## config.mk

```make
export PLATFORM = sky130hd
export DESIGN_NAME = request_retry_timeout_table
export DESIGN_NICKNAME = d
export VERILOG_FILES = /design/src/rrtt_pkg.sv /design/src/request_retry_timeout_table.sv /design/src/rrtt_datapath.sv /design/src/rrtt_ctrl.sv /design/src/rrtt_lastfix.sv
export SDC_FILE = /design/constraint.sdc
export NUM_CORES = 2
export LEC_CHECK = 0
export BUFFER_PORTS_ARGS = -buffer_cell sky130_fd_sc_hd__buf_2
export CAP_MARGIN = 20
export CORE_MARGIN = 4
export CORE_UTILIZATION = 40
export DETAILED_ROUTE_END_ITERATION = 8
export GPL_TIMING_DRIVEN = 0
export HOLD_SLACK_MARGIN = 0.06
export PLACE_DENSITY = 0.6
export SYNTH_ARGS = -nofsm -noshare
export SYNTH_HDL_FRONTEND = slang
export SYNTH_SLANG_ARGS = --single-unit
```

## constraint.sdc

```tcl
create_clock -name aclk -period 14.71 [get_ports aclk]
set_clock_uncertainty 0.2 [all_clocks]
set_input_delay 0.7355 -clock aclk [delete_from_list [all_inputs] [get_ports aclk]]
set_output_delay 0.7355 -clock aclk [all_outputs]
set_load 0.01 [all_outputs]
```

## src/rrtt_pkg.sv

```systemverilog
package rrtt_pkg;

    localparam int DEPTH_DEFAULT = 16;
    localparam logic [3:0] MAX_RETRIES_RESET = 4'd4;
    localparam logic [23:0] INITIAL_TIMEOUT_RESET = 24'd1000000;

    localparam logic [1:0] OP_SEND = 2'd0;
    localparam logic [1:0] OP_RECV = 2'd1;
    localparam logic [1:0] OP_TICK = 2'd2;

    localparam logic [2:0] PDU_GET = 3'd0;
    localparam logic [2:0] PDU_GETNEXT = 3'd1;
    localparam logic [2:0] PDU_RESPONSE = 3'd2;
    localparam logic [2:0] PDU_SET = 3'd3;
    localparam logic [2:0] PDU_TRAP = 3'd4;

    localparam logic [2:0] KIND_SENT = 3'd0;
    localparam logic [2:0] KIND_FULL = 3'd1;
    localparam logic [2:0] KIND_MATCHED = 3'd2;
    localparam logic [2:0] KIND_INCOMING = 3'd3;
    localparam logic [2:0] KIND_RETRANSMIT = 3'd4;
    localparam logic [2:0] KIND_TIMEOUT = 3'd5;

    localparam logic CFG_MAX_RETRIES = 1'b0;
    localparam logic CFG_INITIAL_TIMEOUT = 1'b1;

    typedef enum logic [2:0] {
        ST_IDLE,
        ST_SEND,
        ST_RECV,
        ST_TICK,
        ST_OUT
    } state_t;

    // controller to datapath
    typedef struct packed {
        logic load;      // capture input item
        logic do_send;   // allocate / assign id
        logic do_recv;   // match response or report incoming
        logic do_tick;   // advance time
        logic visit;     // process slot at scan index
        logic scan_inc;  // advance scan index
        logic scan_clr;
        logic res_take;  // output register consumed
    } cmd_t;

    // datapath to controller
    typedef struct packed {
        logic scan_end;  // scan index on last slot
        logic res_full;  // output register occupied
    } status_t;

endpackage

```

## src/request_retry_timeout_table.sv

```systemverilog
// Outstanding-request table with exponential-backoff retransmission for one session.
// An input transfer is taken only while no result is waiting on the output. A send,
// or a receive that gives a result, first loads the input item into the item registers
// and then writes its result into the output register. A tick advances time, visits
// every slot in slot order, and then closes the scan; a slot visit waits while the
// single result register is still held by the sink. A tick result carries tlast when
// no later slot has expired. Configuration writes are taken at any time and must
// happen only while no item is in flight.
module request_retry_timeout_table #(
    parameter int DEPTH = rrtt_pkg::DEPTH_DEFAULT
) (
    input  logic        aclk,
    input  logic        aresetn,
    input  logic        cfg_valid,
    output logic        cfg_ready,
    input  logic        cfg_index,
    input  logic [23:0] cfg_data,
    input  logic        s_tvalid,
    output logic        s_tready,
    input  logic [55:0] s_tdata,   // op[1:0], pdu_type[4:2], handle[20:5], rx_request_id[52:21]
    output logic        m_tvalid,
    input  logic        m_tready,
    output logic [55:0] m_tdata,   // kind[2:0], req_id[34:3], tag[50:35], attempt[54:51]
    output logic        m_tlast
);

    logic [3:0]  max_retries_reg;
    logic [23:0] init_to_reg;

    assign cfg_ready = 1'b1;
    always_ff @(posedge aclk) begin
        if (!aresetn) begin
            max_retries_reg <= rrtt_pkg::MAX_RETRIES_RESET;
            init_to_reg <= rrtt_pkg::INITIAL_TIMEOUT_RESET;
        end else if (cfg_valid) begin
            if (cfg_index == rrtt_pkg::CFG_MAX_RETRIES)
                max_retries_reg <= cfg_data[3:0];
            else
                init_to_reg <= cfg_data;
        end
    end

    rrtt_pkg::cmd_t    cmd;
    rrtt_pkg::status_t status;
    logic [2:0]  r_kind;
    logic [31:0] r_id;
    logic [15:0] r_tag;
    logic [3:0]  r_att;
    logic        r_last;
    logic        in_ready;
    logic        out_fire;

    assign out_fire = m_tvalid && m_tready;
    assign s_tready = in_ready;

    rrtt_ctrl u_ctrl (
        .aclk(aclk), .aresetn(aresetn),
        .in_fire(s_tvalid && s_tready), .in_op(s_tdata[1:0]),
        .out_fire(out_fire),
        .status(status), .cmd(cmd), .in_ready(in_ready)
    );

    rrtt_datapath #(.DEPTH(DEPTH)) u_dp (
        .aclk(aclk), .aresetn(aresetn), .cmd(cmd), .status(status),
        .in_pdu(s_tdata[4:2]), .in_handle(s_tdata[20:5]),
        .in_rxid(s_tdata[52:21]),
        .max_retries(max_retries_reg), .initial_timeout(init_to_reg),
        .res_kind(r_kind), .res_id(r_id), .res_tag(r_tag), .res_attempt(r_att),
        .res_last(r_last)
    );

    // present the datapath result register directly
    assign m_tvalid = status.res_full;
    assign m_tdata = {1'b0, r_att, r_tag, r_id, r_kind};
    assign m_tlast = r_last;

endmodule

```

## src/rrtt_datapath.sv

```systemverilog
module rrtt_datapath #(
    parameter int DEPTH = rrtt_pkg::DEPTH_DEFAULT,
    localparam int IW = (DEPTH > 1) ? $clog2(DEPTH) : 1
) (
    input  logic                aclk,
    input  logic                aresetn,
    input  rrtt_pkg::cmd_t      cmd,
    output rrtt_pkg::status_t   status,
    input  logic [2:0]          in_pdu,
    input  logic [15:0]         in_handle,
    input  logic [31:0]         in_rxid,
    input  logic [3:0]          max_retries,
    input  logic [23:0]         initial_timeout,
    output logic [2:0]          res_kind,
    output logic [31:0]         res_id,
    output logic [15:0]         res_tag,
    output logic [3:0]          res_attempt,
    output logic                res_last
);

    logic [DEPTH-1:0] valid_reg, valid_next;
    logic [31:0] id_reg [DEPTH];
    logic [15:0] tag_reg [DEPTH];
    logic [3:0]  att_reg [DEPTH];
    logic [31:0] wait_reg [DEPTH];
    logic [39:0] dl_reg [DEPTH];
    logic [39:0] now_reg;
    logic [31:0] idc_reg;
    logic [IW-1:0] scan_reg;
    logic [2:0] pdu_reg;
    logic [15:0] handle_reg;
    logic [31:0] rxid_reg;
    logic full_reg;

    // lowest free slot and lowest matching slot
    logic free_found, match_found;
    logic [IW-1:0] free_idx, match_idx;
    always_comb begin
        free_found = 1'b0;
        free_idx = '0;
        match_found = 1'b0;
        match_idx = '0;
        for (int i = DEPTH - 1; i >= 0; i--) begin
            if (!valid_reg[i]) begin
                free_found = 1'b1;
                free_idx = IW'(i);
            end
            if (valid_reg[i] && id_reg[i] == rxid_reg) begin
                match_found = 1'b1;
                match_idx = IW'(i);
            end
        end
    end

    logic is_req;
    assign is_req = (pdu_reg == rrtt_pkg::PDU_GET) || (pdu_reg == rrtt_pkg::PDU_GETNEXT)
                 || (pdu_reg == rrtt_pkg::PDU_SET);

    // expiry of every slot against the current time
    logic [39:0] diff [DEPTH];
    logic [DEPTH-1:0] exp_vec;
    always_comb begin
        for (int i = 0; i < DEPTH; i++) begin
            diff[i] = dl_reg[i] - now_reg;
            exp_vec[i] = valid_reg[i] && diff[i][39];
        end
    end

    logic expired;
    logic give_up;
    logic more_after;
    logic [31:0] wait_dbl;
    logic [3:0] att_inc;
    assign expired = exp_vec[scan_reg];
    assign give_up = att_reg[scan_reg] >= max_retries;
    assign wait_dbl = wait_reg[scan_reg][31] ? 32'hFFFF_FFFF : {wait_reg[scan_reg][30:0], 1'b0};
    assign att_inc = att_reg[scan_reg] + 4'd1;

    // a tick result is last when no later slot has expired
    rrtt_lastfix #(.DEPTH(DEPTH)) u_last (
        .exp_vec(exp_vec), .scan_idx(scan_reg), .more_after(more_after)
    );

    logic [31:0] idc_inc;
    assign idc_inc = idc_reg + 32'd1;

    assign status.scan_end = (scan_reg == IW'(DEPTH - 1));
    assign status.res_full = full_reg;

    // valid bits, time, id counter, scan index, result flag
    always_comb begin
        valid_next = valid_reg;
        if (cmd.do_send && is_req && free_found)
            valid_next[free_idx] = 1'b1;
        if (cmd.do_recv && pdu_reg == rrtt_pkg::PDU_RESPONSE && match_found)
            valid_next[match_idx] = 1'b0;
        if (cmd.visit && expired && give_up)
            valid_next[scan_reg] = 1'b0;
    end

    always_ff @(posedge aclk) begin
        if (!aresetn) begin
            valid_reg <= '0;
            now_reg <= '0;
            idc_reg <= '0;
            scan_reg <= '0;
            full_reg <= 1'b0;
        end else begin
            valid_reg <= valid_next;
            if (cmd.do_tick)
                now_reg <= now_reg + 40'd1;
            if (cmd.do_send && (is_req || pdu_reg == rrtt_pkg::PDU_RESPONSE))
                idc_reg <= idc_inc;
            if (cmd.scan_clr)
                scan_reg <= '0;
            else if (cmd.scan_inc)
                scan_reg <= scan_reg + IW'(1);
            if (cmd.do_send || (cmd.do_recv && (pdu_reg == rrtt_pkg::PDU_RESPONSE
                    ? match_found
                    : (is_req || pdu_reg == rrtt_pkg::PDU_TRAP)))
                    || (cmd.visit && expired))
                full_reg <= 1'b1;
            else if (cmd.res_take)
                full_reg <= 1'b0;
        end
    end

    // slot payload and result register
    always_ff @(posedge aclk) begin
        if (cmd.load) begin
            pdu_reg <= in_pdu;
            handle_reg <= in_handle;
            rxid_reg <= in_rxid;
        end
        if (cmd.do_send) begin
            res_kind <= (is_req && !free_found) ? rrtt_pkg::KIND_FULL : rrtt_pkg::KIND_SENT;
            res_id <= (is_req || pdu_reg == rrtt_pkg::PDU_RESPONSE) ? idc_inc : 32'd0;
            res_tag <= handle_reg;
            res_attempt <= (is_req && free_found) ? 4'd1 : 4'd0;
            res_last <= 1'b1;
            if (is_req && free_found) begin
                id_reg[free_idx] <= idc_inc;
                tag_reg[free_idx] <= handle_reg;
                att_reg[free_idx] <= 4'd1;
                wait_reg[free_idx] <= {8'd0, initial_timeout};
                dl_reg[free_idx] <= now_reg + {16'd0, initial_timeout};
            end
        end else if (cmd.do_recv) begin
            res_id <= rxid_reg;
            res_last <= 1'b1;
            if (pdu_reg == rrtt_pkg::PDU_RESPONSE) begin
                res_kind <= rrtt_pkg::KIND_MATCHED;
                res_tag <= tag_reg[match_idx];
                res_attempt <= att_reg[match_idx];
            end else begin
                res_kind <= rrtt_pkg::KIND_INCOMING;
                res_tag <= 16'd0;
                res_attempt <= 4'd0;
            end
        end else if (cmd.visit && expired) begin
            res_id <= id_reg[scan_reg];
            res_tag <= tag_reg[scan_reg];
            res_last <= !more_after;
            if (give_up) begin
                res_kind <= rrtt_pkg::KIND_TIMEOUT;
                res_attempt <= att_reg[scan_reg];
            end else begin
                res_kind <= rrtt_pkg::KIND_RETRANSMIT;
                res_attempt <= att_inc;
                att_reg[scan_reg] <= att_inc;
                wait_reg[scan_reg] <= wait_dbl;
                dl_reg[scan_reg] <= now_reg + {8'd0, wait_dbl};
            end
        end
    end

endmodule

```

## src/rrtt_ctrl.sv

```systemverilog
module rrtt_ctrl (
    input  logic               aclk,
    input  logic               aresetn,
    input  logic               in_fire,
    input  logic [1:0]         in_op,
    input  logic               out_fire,
    input  rrtt_pkg::status_t  status,
    output rrtt_pkg::cmd_t     cmd,
    output logic               in_ready
);

    rrtt_pkg::state_t state_reg, state_next;

    always_ff @(posedge aclk) begin
        if (!aresetn) begin
            state_reg <= rrtt_pkg::ST_IDLE;
        end else begin
            state_reg <= state_next;
        end
    end

    // sequence: load, operate, then wait for each result to drain
    always_comb begin
        state_next = state_reg;
        cmd = '0;
        cmd.res_take = out_fire;
        in_ready = 1'b0;
        case (state_reg)
            rrtt_pkg::ST_IDLE: begin
                in_ready = !status.res_full;
                if (in_fire) begin
                    cmd.load = 1'b1;
                    case (in_op)
                        rrtt_pkg::OP_SEND: state_next = rrtt_pkg::ST_SEND;
                        rrtt_pkg::OP_RECV: state_next = rrtt_pkg::ST_RECV;
                        rrtt_pkg::OP_TICK: begin
                            cmd.do_tick = 1'b1;
                            cmd.scan_clr = 1'b1;
                            state_next = rrtt_pkg::ST_TICK;
                        end
                        default: state_next = rrtt_pkg::ST_IDLE;
                    endcase
                end
            end
            rrtt_pkg::ST_SEND: begin
                cmd.do_send = 1'b1;
                state_next = rrtt_pkg::ST_IDLE;
            end
            rrtt_pkg::ST_RECV: begin
                cmd.do_recv = 1'b1;
                state_next = rrtt_pkg::ST_IDLE;
            end
            rrtt_pkg::ST_TICK: begin
                // visit one slot when the output register is free
                if (!status.res_full || out_fire) begin
                    cmd.visit = 1'b1;
                    cmd.scan_inc = 1'b1;
                    if (status.scan_end)
                        state_next = rrtt_pkg::ST_OUT;
                end
            end
            rrtt_pkg::ST_OUT: begin
                // close the scan; the next item waits for the last result
                state_next = rrtt_pkg::ST_IDLE;
            end
            default: state_next = rrtt_pkg::ST_IDLE;
        endcase
    end

endmodule

```

## src/rrtt_lastfix.sv

```systemverilog
module rrtt_lastfix #(
    parameter int DEPTH = rrtt_pkg::DEPTH_DEFAULT,
    localparam int IW = (DEPTH > 1) ? $clog2(DEPTH) : 1
) (
    input  logic [DEPTH-1:0] exp_vec,
    input  logic [IW-1:0]    scan_idx,
    output logic             more_after
);

    // flag any expired slot above the one being visited
    always_comb begin
        more_after = 1'b0;
        for (int i = 0; i < DEPTH; i++) begin
            if (exp_vec[i] && (IW'(i) > scan_idx))
                more_after = 1'b1;
        end
    end

endmodule
```

# [Word-level counts from Yosys, hierarchy flattened]
# Memories as Yosys holds them, arrays and structs flattened. A register that Yosys moved wholly into a read port is not among the register bits.
# Cells that the tools add are included.
[word_totals] reg_bits=231 mem_count=5 ramBits=1984 in_bits=86 elab_cells=343 output_inout_bits=60
[classes] n_reduce_logical=86 bitwise_logic=7 order_cmp=23 add_sub_neg=22 eq_ne=29 n_mux=155
[memory_table] name="u_dp.dl_reg" words=16 word_bits=40 rd=16 rd_ports_with_merged_regs=0 wr=1 line="rrtt_datapath.sv:26" source="logic [39:0] dl_reg [DEPTH];"
[memory_table] name="u_dp.id_reg" words=16 word_bits=32 rd=17 rd_ports_with_merged_regs=1 wr=1 line="rrtt_datapath.sv:22" source="logic [31:0] id_reg [DEPTH];"
[memory_table] name="u_dp.wait_reg" words=16 word_bits=32 rd=1 rd_ports_with_merged_regs=1 wr=1 line="rrtt_datapath.sv:25" source="logic [31:0] wait_reg [DEPTH];"
[memory_table] name="u_dp.tag_reg" words=16 word_bits=16 rd=2 rd_ports_with_merged_regs=1 wr=1 line="rrtt_datapath.sv:23" source="logic [15:0] tag_reg [DEPTH];"
[memory_table] name="u_dp.att_reg" words=16 word_bits=4 rd=2 rd_ports_with_merged_regs=1 wr=1 line="rrtt_datapath.sv:24" source="logic [3:0] att_reg [DEPTH];"
[ops] operator="$sub A40 B40 Y40" n=16
[ops] operator="$eq A32 B32 Y1" n=16
[ops] operator="$mux W4" n=49
[ops] operator="$mux W32" n=6
[ops] operator="$mux W16" n=7
[ops] operator="$mux W1" n=78
[ops] operator="$logic_and A1 B1 Y1" n=63
[ops] operator="$add A40 B1 Y40 const B" n=1
[ops] operator="$add A40 B24 Y40" n=1
[ops] operator="$add A40 B32 Y40" n=1
[ops] operator="$mux W40" n=1
[ops] operator="$reduce_or A40 Y1" n=1
[ops] operator="$add A32 B1 Y32 const B" n=1
[ops] operator="$and A16 B16 Y16" n=2
[ops] operator="$gt A4 B4 Y1 const A" n=8
[ops] operator="$not A16 Y16" n=2
[ops] operator="$reduce_or A32 Y1" n=1
[ops] operator="$mux W3" n=6
[ops] operator="$gt A3 B4 Y1 const A" n=4
[ops] operator="$or A16 B16 Y16" n=1
[ops] operator="$lt A4 B5 Y1 const B" n=3
[ops] operator="$demux W1 S4" n=3
[ops] operator="$eq A3 B2 Y1 const B" n=4
[ops] operator="$ge A4 B1 Y1 const B" n=3
[ops] operator="26 further kinds" n=44

# [Logic depth before layout (Yosys ltp)]
# An unclocked memory read counts as a cell.
[logic_depth] word_depth=28 ltp_mapped=30 ltp_nobuf=29

# [By module]
# Synthesis repeated with hierarchy kept, for this count alone.
[hier_totals] cells_unflattened=6978 hier_area_um2=107149.0
[by_module_without_submodules] module="rrtt_datapath" cells_per_inst=6800 seq_area_each_um2=64722.1 instances=1 area_each_um2=105576.3
[by_module_without_submodules] module="request_retry_timeout_table" cells_per_inst=129 seq_area_each_um2=560.5 instances=1 area_each_um2=1212.4
[by_module_without_submodules] module="rrtt_ctrl" cells_per_inst=24 seq_area_each_um2=60.1 instances=1 area_each_um2=227.7
[by_module_without_submodules] module="rrtt_lastfix" cells_per_inst=25 seq_area_each_um2=0.0 instances=1 area_each_um2=132.6

# [Worst setup path after synthesis]
# Ideal clock, no wire load.
[synth_path] path_type="flip-flop to flip-flop" start="reg u_dp.now_reg[37]" end="mem u_dp.att_reg[11][0] (enable)" required_time_ns=13.883 synth_period_minus_slack_ns=10.225 arrival_time_ns=9.398 setup_time_ns=0.627 setup_slack_ns=4.485 stages_incl_launch_ff=17 n_path_buf=2 path_cell_list="dfxtp_1 -> inv_1 -> ha_1 -> a21oi_1 -> nand2_1 -> a221oi_1 -> o211ai_1 -> or4_1 -> o21ai_0 -> xnor2_1 -> a211oi_1 -> a2111oi_1 -> a22oi_1 -> or3_1 -> buf_6 -> buf_6 -> o32ai_1"
[synth_between] elab_chain_len=11 word_cells_on_any_way=42 cone_classes="16 x add/sub; 8 x mux; 18 x reduce/logical"
[synth_lines] element="start, declared" line="rrtt_datapath.sv:27" source="logic [39:0] now_reg;"
[synth_lines] element="start signal, assigned" line="rrtt_datapath.sv:111" source="now_reg <= now_reg + 40'd1;"
[synth_lines] element="$sub A40 B40 Y40" line="rrtt_datapath.sv:64" source="diff[i] = dl_reg[i] - now_reg;"
[synth_lines] element="$logic_and A1 B1 Y1" line="rrtt_datapath.sv:65" source="exp_vec[i] = valid_reg[i] && diff[i][39];"
[synth_lines] element="$bmux W1 S4 (*)" line="rrtt_datapath.sv:74" source="assign expired = exp_vec[scan_reg];"
[synth_lines] element="$mux W1 (implied by the code) (*)" line="rrtt_datapath.sv:74"
[synth_lines] element="$logic_and A1 B1 Y1 (*)" line="rrtt_datapath.sv:160" source="end else if (cmd.visit && expired) begin"
[synth_lines] element="$mux W1 (*)" line="rrtt_datapath.sv:160"
[synth_lines] element="$mux W1 (*)" line="rrtt_datapath.sv:148" source="end else if (cmd.do_recv) begin"
[synth_lines] element="$mux W1 (*)" line="rrtt_datapath.sv:135" source="if (cmd.do_send) begin"
[synth_lines] element="$mux W1 (implied by the code) (*)" line="rrtt_datapath.sv:170" source="att_reg[scan_reg] <= att_inc;"
[synth_lines] element="$reduce_or A4 Y1 (no line)"
[synth_lines] element="$mux W4 (no line) / $mux W1 (equally long branches)"
[synth_lines] element="end, declared" line="rrtt_datapath.sv:24"
# Mark *: on every way between the ends. The rest lies on a longest branch, timed or not. The select of a mux whose other input is x is not followed.

# [Worst setup path in the final report]
[layout_path] start="reg u_dp.now_reg[6]" end="mem u_dp.dl_reg[15][28], data pin"
[layout_between] elab_chain_len=11 word_cells_on_any_way=43 cone_classes="18 x add/sub; 7 x mux; 18 x reduce/logical"
[layout_lines] element="$sub A40 B40 Y40" line="rrtt_datapath.sv:64"
[layout_lines] element="$logic_and A1 B1 Y1" line="rrtt_datapath.sv:65"
[layout_lines] element="$bmux W1 S4" line="rrtt_datapath.sv:74"
[layout_lines] element="$mux W1 (implied by the code)" line="rrtt_datapath.sv:74"
[layout_lines] element="$logic_and A1 B1 Y1" line="rrtt_datapath.sv:160"
[layout_lines] element="$mux W1" line="rrtt_datapath.sv:160"
[layout_lines] element="$mux W1" line="rrtt_datapath.sv:148"
[layout_lines] element="$mux W1" line="rrtt_datapath.sv:135"
[layout_lines] element="$mux W1 (implied by the code)" line="rrtt_datapath.sv:172" source="dl_reg[scan_reg] <= now_reg + {8'd0, wait_dbl};"
[layout_lines] element="$reduce_or A40 Y1 (no line)"
[layout_lines] element="$mux W40 (no line) (*)"
[layout_lines] element="end, declared" line="rrtt_datapath.sv:26"
# Marked as above.

==> results.cfg <==
[finish]
drive_gt1_share_pct = 18.6
layout_commonest_cell = edfxtp_1
syn2layout_area_growth_pct = 18.5
fin_nets = 8493
mostFrequentLayoutCells = edfxtp_1, ha_1, mux4_2
fin_cells = 11501
largest_reg_flops = 640
fill_cells = 22778

[worst_setup_path]
slowest_delay_ps = 940
cpMostUsedCell = o21ai_0
cp-end-kind = register
critPathRequiredTime_ps = 15140
critical_path_class = reg2reg
critPathSlowestCell = a22oi_1
start_kind = register
worstPathMaxFanout = 17
cp_data_arrival_time_ps = 12540

[power_and_ir_drop]
power.leakage_uw = 0.0411
p_sw_share_pct = 24.9
ir_worst_vdd_uv = 117
p_int_uw = 11000
p_comb_share_pct = 9.4
powerDensity_nw_per_um2 = 116
clkPwrFrac_pct = 42.1
pwr-share-seq_pct = 48.4
power_switching_uw = 3640

[cts]
clockRootBuffer = clkbuf_16
clockBufferDepth = 4
cts_resized = 0
cts_tree = yes
numCtsBuffers = 247
clock_latency_ps = 930
cts.clk_slew.worst_paths_ps = 60
cts_setup_buffers = 0
cts_htree_levels = 4
ctsHoldBuffers = 82
clkSinkCount = 2219

[sta]
setup_ws_ps = 2600
fin_crit_sh_pct = 82.3
tightest_slew_ps = 1330
grt_setup_unrepaired = false
slew_violations = 0
finalHoldViolCount = 0
max_clock_freq_mhz = 82.6
maxSlewHeadroom_pct = 11.1
whs_ps = 133
fin_crit_ps = 12110
final-setup-viol-count = 0

[place]
dp_hpwl_um = 285000
placed_cells = 10936
gp_congestion = 1.00
place_ws_ps = 2790
port_buffers = 139

[floorplan]
design.core.area_um2 = 265000
fp.dieW_um = 524
die_height_um = 524
rows = 189
die-area_um2 = 274000
start_util_pct = 40.2
io_pins = 146

[synthesis]
synthFlopType = edfxtp_1
yosys.cell_types.count = 93
ys_ff_latch = 2219
synthCells = 6994
synth_warnings = 0
avgSynthCellArea_um2 = 15.2
async_flop_share_pct = 0
netlist_area_um2 = 106000
seq_area_frac_synth_pct = 61.4
syn-num-nets = 7735
synth_enable_flop_cells = 2090

[grt]
grtUsageTotal_pct = 27.6
antenna_found_initial = 8
grt_pass1_vias = 69285
grt_max_degree = 52
grt_pass1_wl_um = 535000
grt_overflow = 0

[routing]
routed_wl_um = 385000
wl_met3_um = 33200
maxUsedRoutingLayer = met5
drc_errors = 0
wl_per_cell_um = 33.5
dr.pass1.iters = 7
ant_nets = 0
wl_met1_um = 151000
drt_iter0_markers = 9379
dr_wl_met2_um = 177000
vias_per_cell = 6.13
vias = 70475

[job]
maxCapViolations = 0

[hold_path]
hold_path_class = in2reg

[run_status]
status = finished, final reports clean
==> synth_stat cells, types with 70 or more instances <==
cell type	n	area share, %
edfxtp_1	2090	59
ha_1	654	7.7
mux4_2	420	8.9
xor2_1	395	3.3
nand2_1	382	1.3
xnor2_1	270	2.2
a21oi_1	260	1.2
nor2_1	240	0.85
nor4_1	181	1.1
nand4_1	175	1.0
o21ai_0	155	0.73
inv_1	145	0.51
nand3_1	137	0.64
dfxtp_1	129	2.4
clkbuf_1	124	0.44
mux2i_1	109	1.0
a21o_1	100	0.71
buf_2	72	0.34
and2_1	71	0.42
nor3_1	70	0.33
==> stage by stage <==
stage / total power (uW) / cell area, um^2 / utilization (%) / TNS, ps
2_1_floorplan: 7870 / 106000 / - / 0
3_3_place_gp: 8510 / 111000 / 42.1 / -5478010
3_5_place_dp: 8540 / 117000 / 44.2 / 0
4_1_cts: 14600 / 126000 / 47.5 / 0
5_1_grt: 15000 / 126000 / 47.6 / 0
6_report: 14600 / 126000 / 47.6 / 0
==> metal layers <==
layer / vias to the layer above / global-route usage, %
li1: 29399 / -
met2: 3817 / 44.0
met4: 4 / 14.1
met1: 36370 / 36.3
met3: 885 / 4.91
met5: - / 0
==> final timing paths <==
kind,startpoint,to,slack (ps),depth (start not counted)
min reg2reg,init_to_reg[4],init_to_reg[4],260,2
max reg2reg,u_dp.now_reg[6],u_dp.dl_reg[15][28],2600,31
max,u_dp.now_reg[6],u_dp.dl_reg[15][28],2600,31
min,aresetn,u_dp.valid_reg[14],130,3
==> worst max-delay path, delay by kind of cell (launching register included) <==
| family | cells | cell delay, ps |
|---|---|---|
| AO/OA/AOI/OAI | 19 | 7340 |
| XOR/XNOR | 2 | 510 |
| adder cells (fa/ha/maj) | 2 | 690 |
| buffers and inverters | 5 | 1710 |
| flip-flops | 1 | 350 |
| multiplexers | 1 | 570 |
| AND/OR/NAND/NOR | 2 | 400 |
==> layout make-up <==
cell class	count	area (um^2)	share of cell area (%)
Timing Repair Buffer	509	6290	4.99
Multi-Input combinational cell	4364	40100	31.8
Inverter	147	554	0.440
Sequential cell	2219	65300	51.9
Clock inverter	167	1520	1.21
Tap cell	3533	4420	3.51
Buffer	264	1290	1.03
Antenna cell	10	25.0	0.0199
Clock buffer	288	6430	5.10
==> kinds of logic (layout without fill, tap and decap cells) <==
logic type,Yosys count,after routing,share of synthesized area (%)
xor gates and xnor gates,665,665,5.48
muxes,535,535,9.98
adders and majority gates,655,655,7.71
buffers and inverters,411,1375,1.71
other,2,12,0.00706
DFF,2219,2219,61.4
AOI/OAI and AO/OA,976,976,6.16
and+or+nand+nor,1531,1531,7.50
==> power groups by stage <==
stage	Sequential [uW]	Clock, uW	Combinational (uW)
after floorplan	7230	0	639
after global placement	7240	0	1270
after detailed placement	7220	0	1320
after CTS	7090	6220	1340
after global routing	7090	6500	1410
final	7080	6160	1380
Note: power is estimated with default switching activity, not from simulation.
